## src/sv/assert_macros.svh

```systemverilog
// Assertion macros shared by the RTL files.
`ifndef ASSERT_MACROS_SVH
`define ASSERT_MACROS_SVH
`ifndef NO_ASSERTIONS
`define ASSERT_IMPL(lbl, clk, rstn, ante, cons) \
    lbl: assert property (@(posedge clk) disable iff (!rstn) (ante) |-> (cons)) \
        else $error("implication check failed");
`define ASSERT_NEXT(lbl, clk, rstn, ante, cons) \
    lbl: assert property (@(posedge clk) disable iff (!rstn) (ante) |=> (cons)) \
        else $error("next-cycle check failed");
`else
`define ASSERT_IMPL(lbl, clk, rstn, ante, cons)
`define ASSERT_NEXT(lbl, clk, rstn, ante, cons)
`endif
`endif

```

## src/sv/msr_pkg.sv

```systemverilog
`default_nettype none
package msr_pkg;
    localparam int unsigned FIELD_W      = 32;
    localparam int unsigned OUT_DATA_W   = 64;
    localparam int unsigned SEARCH_LIMIT = 1024;
    localparam int unsigned SEARCH_W     = 11;
endpackage
`default_nettype wire

```

## src/sv/msr_mulmod.sv

```systemverilog
`default_nettype none
`include "assert_macros.svh"
module msr_mulmod #(
    parameter int unsigned WIDTH = 32
) (
    input  wire logic             i_clk,
    input  wire logic             i_rst_n,
    input  wire logic             i_start,
    input  wire logic [WIDTH-1:0] i_x,
    input  wire logic [WIDTH-1:0] i_y,
    input  wire logic [WIDTH-1:0] i_p,
    output logic                  o_done,
    output logic [WIDTH-1:0]      o_res
);
    localparam int unsigned CW = $clog2(WIDTH + 1);

    logic             r_busy, n_busy;
    logic             r_done, n_done;
    logic [CW-1:0]    r_cnt, n_cnt;
    logic [WIDTH-1:0] r_acc, n_acc;
    logic [WIDTH-1:0] r_x, n_x;
    logic [WIDTH-1:0] r_y, n_y;
    logic [WIDTH+1:0] w_sum;
    logic [WIDTH+1:0] w_p1;
    logic [WIDTH+1:0] w_p2;
    logic [WIDTH+1:0] w_red;

    // One bit of the multiplier per cycle: acc = 2*acc + bit*x, reduced mod p.
    always_comb begin
        w_p1  = {2'b00, i_p};
        w_p2  = {1'b0, i_p, 1'b0};
        w_sum = {1'b0, r_acc, 1'b0} + (r_y[WIDTH-1] ? {2'b00, r_x} : '0);
        if (w_sum >= w_p2) begin
            w_red = w_sum - w_p2;
        end else if (w_sum >= w_p1) begin
            w_red = w_sum - w_p1;
        end else begin
            w_red = w_sum;
        end
    end

    always_comb begin
        n_busy = r_busy;
        n_done = 1'b0;
        n_cnt  = r_cnt;
        n_acc  = r_acc;
        n_x    = r_x;
        n_y    = r_y;
        if (i_start) begin
            n_busy = 1'b1;
            n_cnt  = CW'(WIDTH);
            n_acc  = '0;
            n_x    = i_x;
            n_y    = i_y;
        end else if (r_busy) begin
            n_acc = w_red[WIDTH-1:0];
            n_y   = {r_y[WIDTH-2:0], 1'b0};
            n_cnt = r_cnt - 1'b1;
            if (r_cnt == CW'(1)) begin
                n_busy = 1'b0;
                n_done = 1'b1;
            end
        end
    end

    always_ff @(posedge i_clk) begin
        if (!i_rst_n) begin
            r_busy <= 1'b0;
            r_done <= 1'b0;
        end else begin
            r_busy <= n_busy;
            r_done <= n_done;
        end
        r_cnt <= n_cnt;
        r_acc <= n_acc;
        r_x   <= n_x;
        r_y   <= n_y;
    end

    assign o_done = r_done;
    assign o_res  = r_acc;

    `ASSERT_NEXT(a_start_busy, i_clk, i_rst_n, i_start, r_busy && !r_done)
    `ASSERT_NEXT(a_done_pulse, i_clk, i_rst_n, r_done, !r_done)
    `ASSERT_IMPL(a_done_idle, i_clk, i_rst_n, r_done, !r_busy)
endmodule
`default_nettype wire

```

## src/sv/modular_square_root.sv

```systemverilog
`default_nettype none
`include "assert_macros.svh"
// Channel   Direction  Fields
// s_axis    in         tdata[31:0] n_value
// m_axis    out        tuser[0] found; tdata[31:0] root_low, [63:32] root_high
// cfg       in         data[31:0] modulus
//
// One word at a time; s_axis_tready is high only while the sequencer is idle.
// Each modular multiply runs through issue, start, WIDTH shift-add steps and done.
// An exponentiation takes up to 2*WIDTH multiplies, the Cipolla ladder up to
// 10*WIDTH, and each non-residue candidate one multiply plus one exponentiation.
// Reset is synchronous and sets the modulus to 3; m_axis stalls hold the result.
module modular_square_root
    import msr_pkg::*;
#(
    parameter int unsigned WIDTH = 32
) (
    input  wire logic                  i_clk,
    input  wire logic                  i_rst_n,
    input  wire logic                  s_axis_tvalid,
    output logic                       s_axis_tready,
    input  wire logic [FIELD_W-1:0]    s_axis_tdata,   // n_value
    output logic                       m_axis_tvalid,
    input  wire logic                  m_axis_tready,
    output logic [OUT_DATA_W-1:0]      m_axis_tdata,   // root_low, root_high
    output logic                       m_axis_tuser,   // found
    input  wire logic                  i_cfg_valid,
    output logic                       o_cfg_ready,
    input  wire logic [FIELD_W-1:0]    i_cfg_data      // modulus
);
    localparam int unsigned BW = (WIDTH > 2) ? $clog2(WIDTH) : 1;

    localparam logic [4:0] S_IDLE   = 5'd0;
    localparam logic [4:0] S_WAIT   = 5'd1;
    localparam logic [4:0] S_RED    = 5'd2;
    localparam logic [4:0] S_POW_SQ = 5'd3;
    localparam logic [4:0] S_POW_SD = 5'd4;
    localparam logic [4:0] S_POW_MD = 5'd5;
    localparam logic [4:0] S_POW_END = 5'd6;
    localparam logic [4:0] S_SRCH   = 5'd7;
    localparam logic [4:0] S_SRCH_T = 5'd8;
    localparam logic [4:0] S_E1     = 5'd9;
    localparam logic [4:0] S_E2     = 5'd10;
    localparam logic [4:0] S_E3     = 5'd11;
    localparam logic [4:0] S_E4     = 5'd12;
    localparam logic [4:0] S_E5     = 5'd13;
    localparam logic [4:0] S_E6     = 5'd14;
    localparam logic [4:0] S_FIN    = 5'd15;

    localparam logic [1:0] M_EULER = 2'd0;
    localparam logic [1:0] M_ROOT  = 2'd1;
    localparam logic [1:0] M_SRCH  = 2'd2;

    function automatic logic [WIDTH-1:0] add_mod(input logic [WIDTH-1:0] a,
                                                 input logic [WIDTH-1:0] b,
                                                 input logic [WIDTH-1:0] p);
        logic [WIDTH:0] s;
        s = {1'b0, a} + {1'b0, b};
        if (s >= {1'b0, p}) begin
            s = s - {1'b0, p};
        end
        return s[WIDTH-1:0];
    endfunction

    logic [FIELD_W-1:0]    r_mod;
    logic [4:0]            r_state, n_state;
    logic [4:0]            r_ret, n_ret;
    logic                  r_mstart, n_mstart;
    logic [WIDTH-1:0]      r_mx, n_mx, r_my, n_my;
    logic [WIDTH-1:0]      r_p, n_p, r_pn, n_pn, r_n, n_n;
    logic [WIDTH-1:0]      r_e, n_e, r_base, n_base, r_r, n_r;
    logic [BW-1:0]         r_bit, n_bit;
    logic [1:0]            r_mode, n_mode;
    logic [SEARCH_W-1:0]   r_i, n_i;
    logic [WIDTH-1:0]      r_a, n_a, r_w, n_w;
    logic [WIDTH-1:0]      r_x0, n_x0, r_x1, n_x1, r_t1, n_t1, r_c0, n_c0;
    logic                  r_emul, n_emul;
    logic                  r_ok, n_ok;
    logic                  r_ovalid, n_ovalid;
    logic                  r_found, n_found;
    logic [FIELD_W-1:0]    r_lo, n_lo, r_hi, n_hi;

    logic                  w_mdone;
    logic [WIDTH-1:0]      w_mres;
    logic [WIDTH+FIELD_W-1:0]  w_cfg_ext, w_in_ext, w_lo_ext, w_hi_ext;
    logic [WIDTH+SEARCH_W-1:0] w_i_ext, w_p_ext;
    logic [WIDTH-1:0]      w_half, w_y0, w_y1, w_lo, w_hi;
    logic                  w_ebit, w_in_acc;

    msr_mulmod #(.WIDTH(WIDTH)) u_mul (
        .i_clk   (i_clk),
        .i_rst_n (i_rst_n),
        .i_start (r_mstart),
        .i_x     (r_mx),
        .i_y     (r_my),
        .i_p     (r_p),
        .o_done  (w_mdone),
        .o_res   (w_mres)
    );

    assign s_axis_tready = (r_state == S_IDLE);
    assign o_cfg_ready   = 1'b1;
    assign w_in_acc      = s_axis_tvalid && s_axis_tready;
    assign w_cfg_ext     = {{WIDTH{1'b0}}, r_mod};
    assign w_in_ext      = {{WIDTH{1'b0}}, s_axis_tdata};
    assign w_i_ext       = {{WIDTH{1'b0}}, r_i};
    assign w_p_ext       = {{SEARCH_W{1'b0}}, r_p};
    assign w_half        = (r_p - 1'b1) >> 1;
    assign w_ebit        = r_e[r_bit];
    assign w_y0          = r_emul ? r_a : r_x0;
    assign w_y1          = r_emul ? WIDTH'(1) : r_x1;
    assign w_lo          = ((r_p - r_r) < r_r) ? (r_p - r_r) : r_r;
    assign w_hi          = ((r_p - r_r) < r_r) ? r_r : (r_p - r_r);
    assign w_lo_ext      = {{FIELD_W{1'b0}}, w_lo};
    assign w_hi_ext      = {{FIELD_W{1'b0}}, w_hi};

    always_comb begin
        n_state = r_state;  n_ret = r_ret;    n_mstart = 1'b0;
        n_mx = r_mx;        n_my = r_my;      n_p = r_p;      n_pn = r_pn;
        n_n = r_n;          n_e = r_e;        n_base = r_base; n_r = r_r;
        n_bit = r_bit;      n_mode = r_mode;  n_i = r_i;      n_a = r_a;
        n_w = r_w;          n_x0 = r_x0;      n_x1 = r_x1;    n_t1 = r_t1;
        n_c0 = r_c0;        n_emul = r_emul;  n_ok = r_ok;
        n_ovalid = r_ovalid && !m_axis_tready;
        n_found = r_found;  n_lo = r_lo;      n_hi = r_hi;
        case (r_state)
            S_IDLE: begin
                if (w_in_acc) begin
                    n_p = w_cfg_ext[WIDTH-1:0];
                    if (w_cfg_ext[WIDTH-1:0] < WIDTH'(3)) begin
                        n_ok = 1'b0;
                        n_state = S_FIN;
                    end else begin
                        // Horner reduction of the input through the multiplier.
                        n_mx = WIDTH'(1);
                        n_my = w_in_ext[WIDTH-1:0];
                        n_mstart = 1'b1;
                        n_ret = S_RED;
                        n_state = S_WAIT;
                    end
                end
            end
            S_WAIT: begin
                if (w_mdone) begin
                    n_state = r_ret;
                end
            end
            S_RED: begin
                n_n = w_mres;
                n_pn = r_p - w_mres;
                if (w_mres <= WIDTH'(1)) begin
                    n_r = w_mres;
                    n_ok = 1'b1;
                    n_state = S_FIN;
                end else begin
                    n_r = WIDTH'(1);
                    n_base = w_mres;
                    n_e = w_half;
                    n_bit = BW'(WIDTH - 1);
                    n_mode = M_EULER;
                    n_state = S_POW_SQ;
                end
            end
            S_POW_SQ: begin
                n_mx = r_r;
                n_my = r_r;
                n_mstart = 1'b1;
                n_ret = S_POW_SD;
                n_state = S_WAIT;
            end
            S_POW_SD, S_POW_MD: begin
                n_r = w_mres;
                if (r_state == S_POW_SD && w_ebit) begin
                    n_mx = w_mres;
                    n_my = r_base;
                    n_mstart = 1'b1;
                    n_ret = S_POW_MD;
                    n_state = S_WAIT;
                end else if (r_bit == '0) begin
                    n_state = S_POW_END;
                end else begin
                    n_bit = r_bit - 1'b1;
                    n_state = S_POW_SQ;
                end
            end
            S_POW_END: begin
                case (r_mode)
                    M_EULER: begin
                        if (r_r != WIDTH'(1)) begin
                            n_ok = 1'b0;
                            n_state = S_FIN;
                        end else if (r_p[1:0] == 2'b11) begin
                            n_r = WIDTH'(1);
                            n_base = r_n;
                            n_e = (r_p >> 2) + 1'b1;
                            n_bit = BW'(WIDTH - 1);
                            n_mode = M_ROOT;
                            n_state = S_POW_SQ;
                        end else begin
                            n_i = SEARCH_W'(1);
                            n_state = S_SRCH;
                        end
                    end
                    M_ROOT: begin
                        n_ok = 1'b1;
                        n_state = S_FIN;
                    end
                    M_SRCH: begin
                        if (r_r == r_p - 1'b1) begin
                            n_a = w_i_ext[WIDTH-1:0];
                            n_x0 = WIDTH'(1);
                            n_x1 = '0;
                            n_e = (r_p >> 1) + WIDTH'(r_p[0]);
                            n_bit = BW'(WIDTH - 1);
                            n_emul = 1'b0;
                            n_state = S_E1;
                        end else begin
                            n_i = r_i + 1'b1;
                            n_state = S_SRCH;
                        end
                    end
                    default: begin
                        n_state = S_IDLE;
                    end
                endcase
            end
            S_SRCH: begin
                if (r_i >= SEARCH_W'(SEARCH_LIMIT) || w_i_ext >= w_p_ext) begin
                    n_ok = 1'b0;
                    n_state = S_FIN;
                end else begin
                    n_mx = w_i_ext[WIDTH-1:0];
                    n_my = w_i_ext[WIDTH-1:0];
                    n_mstart = 1'b1;
                    n_ret = S_SRCH_T;
                    n_state = S_WAIT;
                end
            end
            S_SRCH_T: begin
                n_w = add_mod(w_mres, r_pn, r_p);
                n_base = add_mod(w_mres, r_pn, r_p);
                n_r = WIDTH'(1);
                n_e = w_half;
                n_bit = BW'(WIDTH - 1);
                n_mode = M_SRCH;
                n_state = S_POW_SQ;
            end
            S_E1: begin
                n_mx = r_x0;
                n_my = w_y0;
                n_mstart = 1'b1;
                n_ret = S_E2;
                n_state = S_WAIT;
            end
            S_E2: begin
                n_t1 = w_mres;
                n_mx = r_x1;
                n_my = w_y1;
                n_mstart = 1'b1;
                n_ret = S_E3;
                n_state = S_WAIT;
            end
            S_E3: begin
                n_mx = w_mres;
                n_my = r_w;
                n_mstart = 1'b1;
                n_ret = S_E4;
                n_state = S_WAIT;
            end
            S_E4: begin
                n_c0 = add_mod(r_t1, w_mres, r_p);
                n_mx = r_x0;
                n_my = w_y1;
                n_mstart = 1'b1;
                n_ret = S_E5;
                n_state = S_WAIT;
            end
            S_E5: begin
                n_t1 = w_mres;
                n_mx = r_x1;
                n_my = w_y0;
                n_mstart = 1'b1;
                n_ret = S_E6;
                n_state = S_WAIT;
            end
            S_E6: begin
                n_x0 = r_c0;
                n_x1 = add_mod(r_t1, w_mres, r_p);
                if (!r_emul && w_ebit) begin
                    n_emul = 1'b1;
                    n_state = S_E1;
                end else begin
                    n_emul = 1'b0;
                    if (r_bit == '0) begin
                        n_r = r_c0;
                        n_ok = 1'b1;
                        n_state = S_FIN;
                    end else begin
                        n_bit = r_bit - 1'b1;
                        n_state = S_E1;
                    end
                end
            end
            S_FIN: begin
                if (!r_ovalid || m_axis_tready) begin
                    n_ovalid = 1'b1;
                    n_found = r_ok;
                    if (!r_ok || r_r == '0) begin
                        n_lo = '0;
                        n_hi = '0;
                    end else begin
                        n_lo = w_lo_ext[FIELD_W-1:0];
                        n_hi = w_hi_ext[FIELD_W-1:0];
                    end
                    n_state = S_IDLE;
                end
            end
            default: begin
                n_state = S_IDLE;
            end
        endcase
    end

    always_ff @(posedge i_clk) begin
        if (!i_rst_n) begin
            r_mod    <= FIELD_W'(3);
            r_state  <= S_IDLE;
            r_mstart <= 1'b0;
            r_ovalid <= 1'b0;
        end else begin
            if (i_cfg_valid && o_cfg_ready) begin
                r_mod <= i_cfg_data;
            end
            r_state  <= n_state;
            r_mstart <= n_mstart;
            r_ovalid <= n_ovalid;
        end
        r_ret <= n_ret;   r_mx <= n_mx;     r_my <= n_my;     r_p <= n_p;
        r_pn <= n_pn;     r_n <= n_n;       r_e <= n_e;       r_base <= n_base;
        r_r <= n_r;       r_bit <= n_bit;   r_mode <= n_mode; r_i <= n_i;
        r_a <= n_a;       r_w <= n_w;       r_x0 <= n_x0;     r_x1 <= n_x1;
        r_t1 <= n_t1;     r_c0 <= n_c0;     r_emul <= n_emul; r_ok <= n_ok;
        r_found <= n_found; r_lo <= n_lo;   r_hi <= n_hi;
    end

    assign m_axis_tvalid = r_ovalid;
    assign m_axis_tdata  = {r_hi, r_lo};
    assign m_axis_tuser  = r_found;

    `ASSERT_IMPL(a_start_wait, i_clk, i_rst_n, r_mstart, r_state == S_WAIT)
    `ASSERT_IMPL(a_nf_zero, i_clk, i_rst_n, r_ovalid && !r_found, r_lo == '0 && r_hi == '0)
    `ASSERT_IMPL(a_order, i_clk, i_rst_n, r_ovalid, r_lo <= r_hi)
    `ASSERT_IMPL(a_done_wait, i_clk, i_rst_n, w_mdone, r_state == S_WAIT)
endmodule
`default_nettype wire
```

## config.mk

```make
export PLATFORM = sky130hd
export DESIGN_NAME = modular_square_root
export DESIGN_NICKNAME = d
export VERILOG_FILES = /design/src/sv/msr_pkg.sv /design/src/sv/msr_mulmod.sv /design/src/sv/modular_square_root.sv
export VERILOG_INCLUDE_DIRS = /design/src /design/src/sv
export SDC_FILE = /design/constraint.sdc
export NUM_CORES = 2
export LEC_CHECK = 0
export BUFFER_PORTS_ARGS = -buffer_cell sky130_fd_sc_hd__buf_2
export CORE_MARGIN = 2
export CORE_UTILIZATION = 44
export CTS_CLUSTER_DIAMETER = 100
export CTS_CLUSTER_SIZE = 10
export DETAILED_ROUTE_END_ITERATION = 8
export GPL_TIMING_DRIVEN = 1
export RECOVER_POWER = 100
export REMOVE_ABC_BUFFERS = 1
export SYNTH_ARGS = -nofsm -noshare
export SYNTH_HDL_FRONTEND = slang
export SYNTH_SLANG_ARGS = --single-unit
```

## constraint.sdc

```tcl
create_clock -name i_clk -period 7.1 [get_ports i_clk]
set_input_delay 0.355 -clock i_clk [delete_from_list [all_inputs] [get_ports i_clk]]
set_output_delay 0.355 -clock i_clk [all_outputs]
set_load 0.05 [all_outputs]
```

==> results.sh <==
export IMPL_synth_xor_area_share_pct=6.47
export IMPL_via_per_inst=6.24
export IMPL_final_cell_mix="edfxtp_1 (580), a21oi_1 (371), nor2_1 (340), ha_1 (338), nand2_1 (320)"
export IMPL_leakagePower_nw=19.2
export IMPL_power_switching_w=0.0148
export IMPL_netlist_area_um2=45200
export IMPL_port_buffers=135
export IMPL_drcViolationCount=0
export IMPL_fillers=9605
export IMPL_grt_max_degree=94
export IMPL_setup_viol=0
export IMPL_cp_slowest_stage_delay_ns=1.42
export IMPL_synth_compound_area_share_pct=20.5
export IMPL_dp_hpwl_um=127000
export IMPL_synthAdderAreaFrac_pct=9.75
export IMPL_cts_clk_slew_worst_paths_ns=0.06
export IMPL_cts_made_buffers=76
export IMPL_synth_top_area_share_pct=38.5
export IMPL_max_freq_mhz=147
export IMPL_finalCritPeriodShare_pct=96.1
export IMPL_first_pass_iters=6
export IMPL_internal_power_w=0.0154
export IMPL_regArea_um2=19000
export IMPL_hp_class="in2reg"
export IMPL_critPathRequiredTime_ns=7.33
export IMPL_wl_um=169000
export IMPL_met1_length_um=72600
export IMPL_cts_max_level=3
export IMPL_synth_simple_area_share_pct=14.5
export IMPL_wl_per_cell_um=27.2
export IMPL_drtIter0Drc=4632
export IMPL_p_clk_share_pct=12.4
export IMPL_r2r_start="r_p[11]$_DFFE_PP_"
export IMPL_synthMuxAreaShare_pct=3.36
export IMPL_pwr_share_seq_pct=21.3
export IMPL_ys_flop_type="edfxtp_1"
export IMPL_ys_types=91
export IMPL_die_w_um=325
export IMPL_end_kind="flop"
export IMPL_cp_endpoint="r_x0[30]$_SDFFCE_PN0P_"
export IMPL_dr_wl_met3_um=15400
export IMPL_vdd_ir_drop_max_mv=0.294
export IMPL_vias=38800
export IMPL_grt_overflow_total=0
export IMPL_drive_gt1_share_pct=6.99
export IMPL_ioPinCount=137
export IMPL_synth_seq_cells=658
export IMPL_clockRootBuffer="clkbuf_16"
export IMPL_multi_input_area_um2=24800
export IMPL_cp_cell_sequence="clkbuf_1 -> nor4_1 -> nand3_1 -> nor4b_1 -> xnor2_1 -> xnor2_1 -> o2111ai_1 -> nor4_1 -> nand4_2 -> clkbuf_1 -> a22oi_2 -> clkbuf_2"
export IMPL_grt_pass1_vias=35600
export IMPL_fin_nets=5222
export IMPL_antenna_cells=0
export IMPL_finalCoreUtilization_pct=49.6
export IMPL_synth_cells=4603
export IMPL_yosys_top_cells_area="edfxtp_1 (39%), ha_1 (9.4%), xnor2_1 (4.6%)"
export IMPL_postSynth_asyncResetShare_pct=0
export IMPL_clock_sinks=658
export IMPL_outcome="finished, violations left"
export IMPL_start_util_pct=44.4
export IMPL_hold_viol=0
export IMPL_synth_top_family_by_area="compound AO/OA/AOI/OAI gates"
export IMPL_mostFrequentLayoutCell="edfxtp_1"
export IMPL_cts_tree="done"
export IMPL_core_area_um2=102000
export IMPL_crit_path_max_fanout=65
export IMPL_drv_cap=20
export IMPL_synth_edf_count=580
export IMPL_critical_path_class="reg2reg"
export IMPL_r2r_cells=12
export IMPL_cp_start_kind="flop"
export IMPL_worst_pin_slew_ns=4.13
export IMPL_r2r_end="r_x0[30]$_SDFFCE_PN0P_"
export IMPL_critical_path_startpoint="r_p[11]$_DFFE_PP_"
export IMPL_grt_first_pass_wirelength_um=245000
export IMPL_power_density_nw_per_um2=598
export IMPL_wl_met2_um=72200
export IMPL_finalMaxSlewViolations=883
export IMPL_synth_seq_area_share_pct=42.0
export IMPL_slew_headroom_pct=-175
export IMPL_dieArea_um2=105000
export IMPL_clock_skew_ns=0.0240
export IMPL_rows=117
export IMPL_rrSetupSlack_ns=0.27
export IMPL_rsz0062_at_grt="false"
export IMPL_yosysTopAreaCell="edfxtp_1"
export IMPL_ys_warn_count=0
export IMPL_area_growth_pct=11.7
export IMPL_die_h_um=325
export IMPL_top_layer="met4"
export IMPL_comb_power_share_pct=66.3
export IMPL_p_sw_share_pct=49.0
export IMPL_gp_congestion=1.00
export IMPL_antenna_found_initial=5
export IMPL_slowest_stage="clkbuf_2"
export IMPL_finalSetupTns_ns=0
export IMPL_syn_avg_cell_area_um2=9.82
export IMPL_cts_max_path_buffers=3
export IMPL_arrival_ns=7.05
export IMPL_ant_nets=0
export IMPL_violations="capacitance limit, slew limit"
export IMPL_clk_latency_ns=0.67
export IMPL_gr_usage_all_layers_pct=31.1
export IMPL_period_minus_slack_ns=6.83
## logic make-up (layout without fill, tap and decap cells)
kind of cell | Yosys count | in the layout
other cells | 1 | 1
flops | 658 | 658
simple gates | 1336 | 1336
buf+inv | 407 | 657
xor+xnor | 333 | 333
fa+ha+maj | 347 | 347
mux | 132 | 132
compound gates | 1389 | 1389
## final cells by class
| class | instances | area share (%) |
|---|---|---|
| clock buffers | 118 | 4.20 |
| clock inverters | 7 | 0.171 |
| inverters | 207 | 1.54 |
| multi-input cells | 3538 | 49.1 |
| flip-flops and latches | 658 | 37.6 |
| well taps | 1368 | 3.39 |
| repair buffers | 325 | 3.97 |
## worst max-delay path, delay by kind of cell, from the launching register on
family | cells | cell delay, ns
AND/OR/NAND/NOR | 5 | 2.59
buffers and inverters | 3 | 2.28
flip-flops | 1 | 0.52
XOR/XNOR | 2 | 0.38
AO/OA/AOI/OAI | 2 | 0.38
## Yosys cell counts, types with 42 or more instances
master	n
a222oi_1	52
nand4_1	63
nand2_1	320
a211oi_1	59
inv_1	202
and2_1	113
nand2b_1	43
nand3_1	90
o21a_1	82
o21bai_1	42
a21o_1	163
a31oi_1	47
nor2b_1	69
mux2i_1	65
nor2_1	348
nor4_1	52
mux2_2	52
edfxtp_1	580
o21ai_0	211
dfxtp_1	78
clkbuf_1	161
xor2_1	94
nor3_1	108
a21oi_1	373
a22oi_1	58
xnor2_1	238
o211ai_1	53
ha_1	338
## how the worst min path moves through the flow
stage / start / endpoint / cells after the start / slack (ns)
floorplan: r_mx[0]$_DFFE_PP_ / u_mul.r_x[0]$_DFFE_PP_ / 0 / 0.40
global placement: r_mx[24]$_DFFE_PP_ / u_mul.r_x[24]$_DFFE_PP_ / 0 / 0.40
detailed placement: r_mx[28]$_DFFE_PP_ / u_mul.r_x[28]$_DFFE_PP_ / 0 / 0.41
CTS: s_axis_tdata[27] / r_my[27]$_DFFE_PP_ / 2 / 0.003
global route: s_axis_tdata[27] / r_my[27]$_DFFE_PP_ / 2 / 0.04
finish: s_axis_tdata[27] / r_my[27]$_DFFE_PP_ / 2 / 0.04
## registers in the layout (all words and copies together), names as in the netlist, 6 cells and up
signal and cells:
r_base 32, u_mul.r_x 32, r_a 11, r_r 32, r_lo 32, r_c0 32, r_mod 32, r_x0 32
r_w 32, r_pn 32, r_my 32, r_e 32, r_t1 32, r_i 11, u_mul.o_res 32, r_x1 32
r_hi 32, u_mul.r_y 32, r_p 32, u_mul.r_cnt 6, r_mx 32, r_n 32
## per-stage QoR
step / power, W / instance area [um^2] / hold WS, ns / setup WS (ns) / instances
2_1_floorplan: 0.0204 / 44400 / 0.400 / -2.04 / 4403
3_3_place_gp: 0.0260 / 48000 / 0.401 / 0.797 / 6035
3_5_place_dp: 0.0260 / 48000 / 0.405 / 0.653 / 6035
4_1_cts: 0.0299 / 50900 / 0.00289 / 0.561 / 6221
5_1_grt: 0.0322 / 50500 / 0.0363 / 0.0394 / 6221
6_report: 0.0302 / 50500 / 0.0374 / 0.274 / 6221
## power groups by stage
stage / clock network, W / logic, W / registers (W)
6_report: 0.00373 / 0.0200 / 0.00643
2_1_floorplan: 0 / 0.0140 / 0.00635
5_1_grt: 0.00394 / 0.0218 / 0.00648
3_5_place_dp: 0 / 0.0196 / 0.00646
4_1_cts: 0.00380 / 0.0197 / 0.00638
3_3_place_gp: 0 / 0.0195 / 0.00644
## layer usage
| metal | up-vias | global-route usage (%) |
|---|---|---|
| li1 | 17800 | - |
| met1 | 18900 | 43.4 |
| met2 | 1877 | 46.5 |
| met3 | 271 | 5.95 |
| met4 | 0 | 15.0 |
| met5 | - | 0 |
## what timing repair did
action                                  4_1_cts  5_1_grt
gates resized for setup                       0        1
buffers inserted                              0        0
hold endpoints to repair                     61        0
hold buffers                                 61        0
endpoints found under the setup margin        0        9
Note: power is estimated with default switching activity, not from simulation.
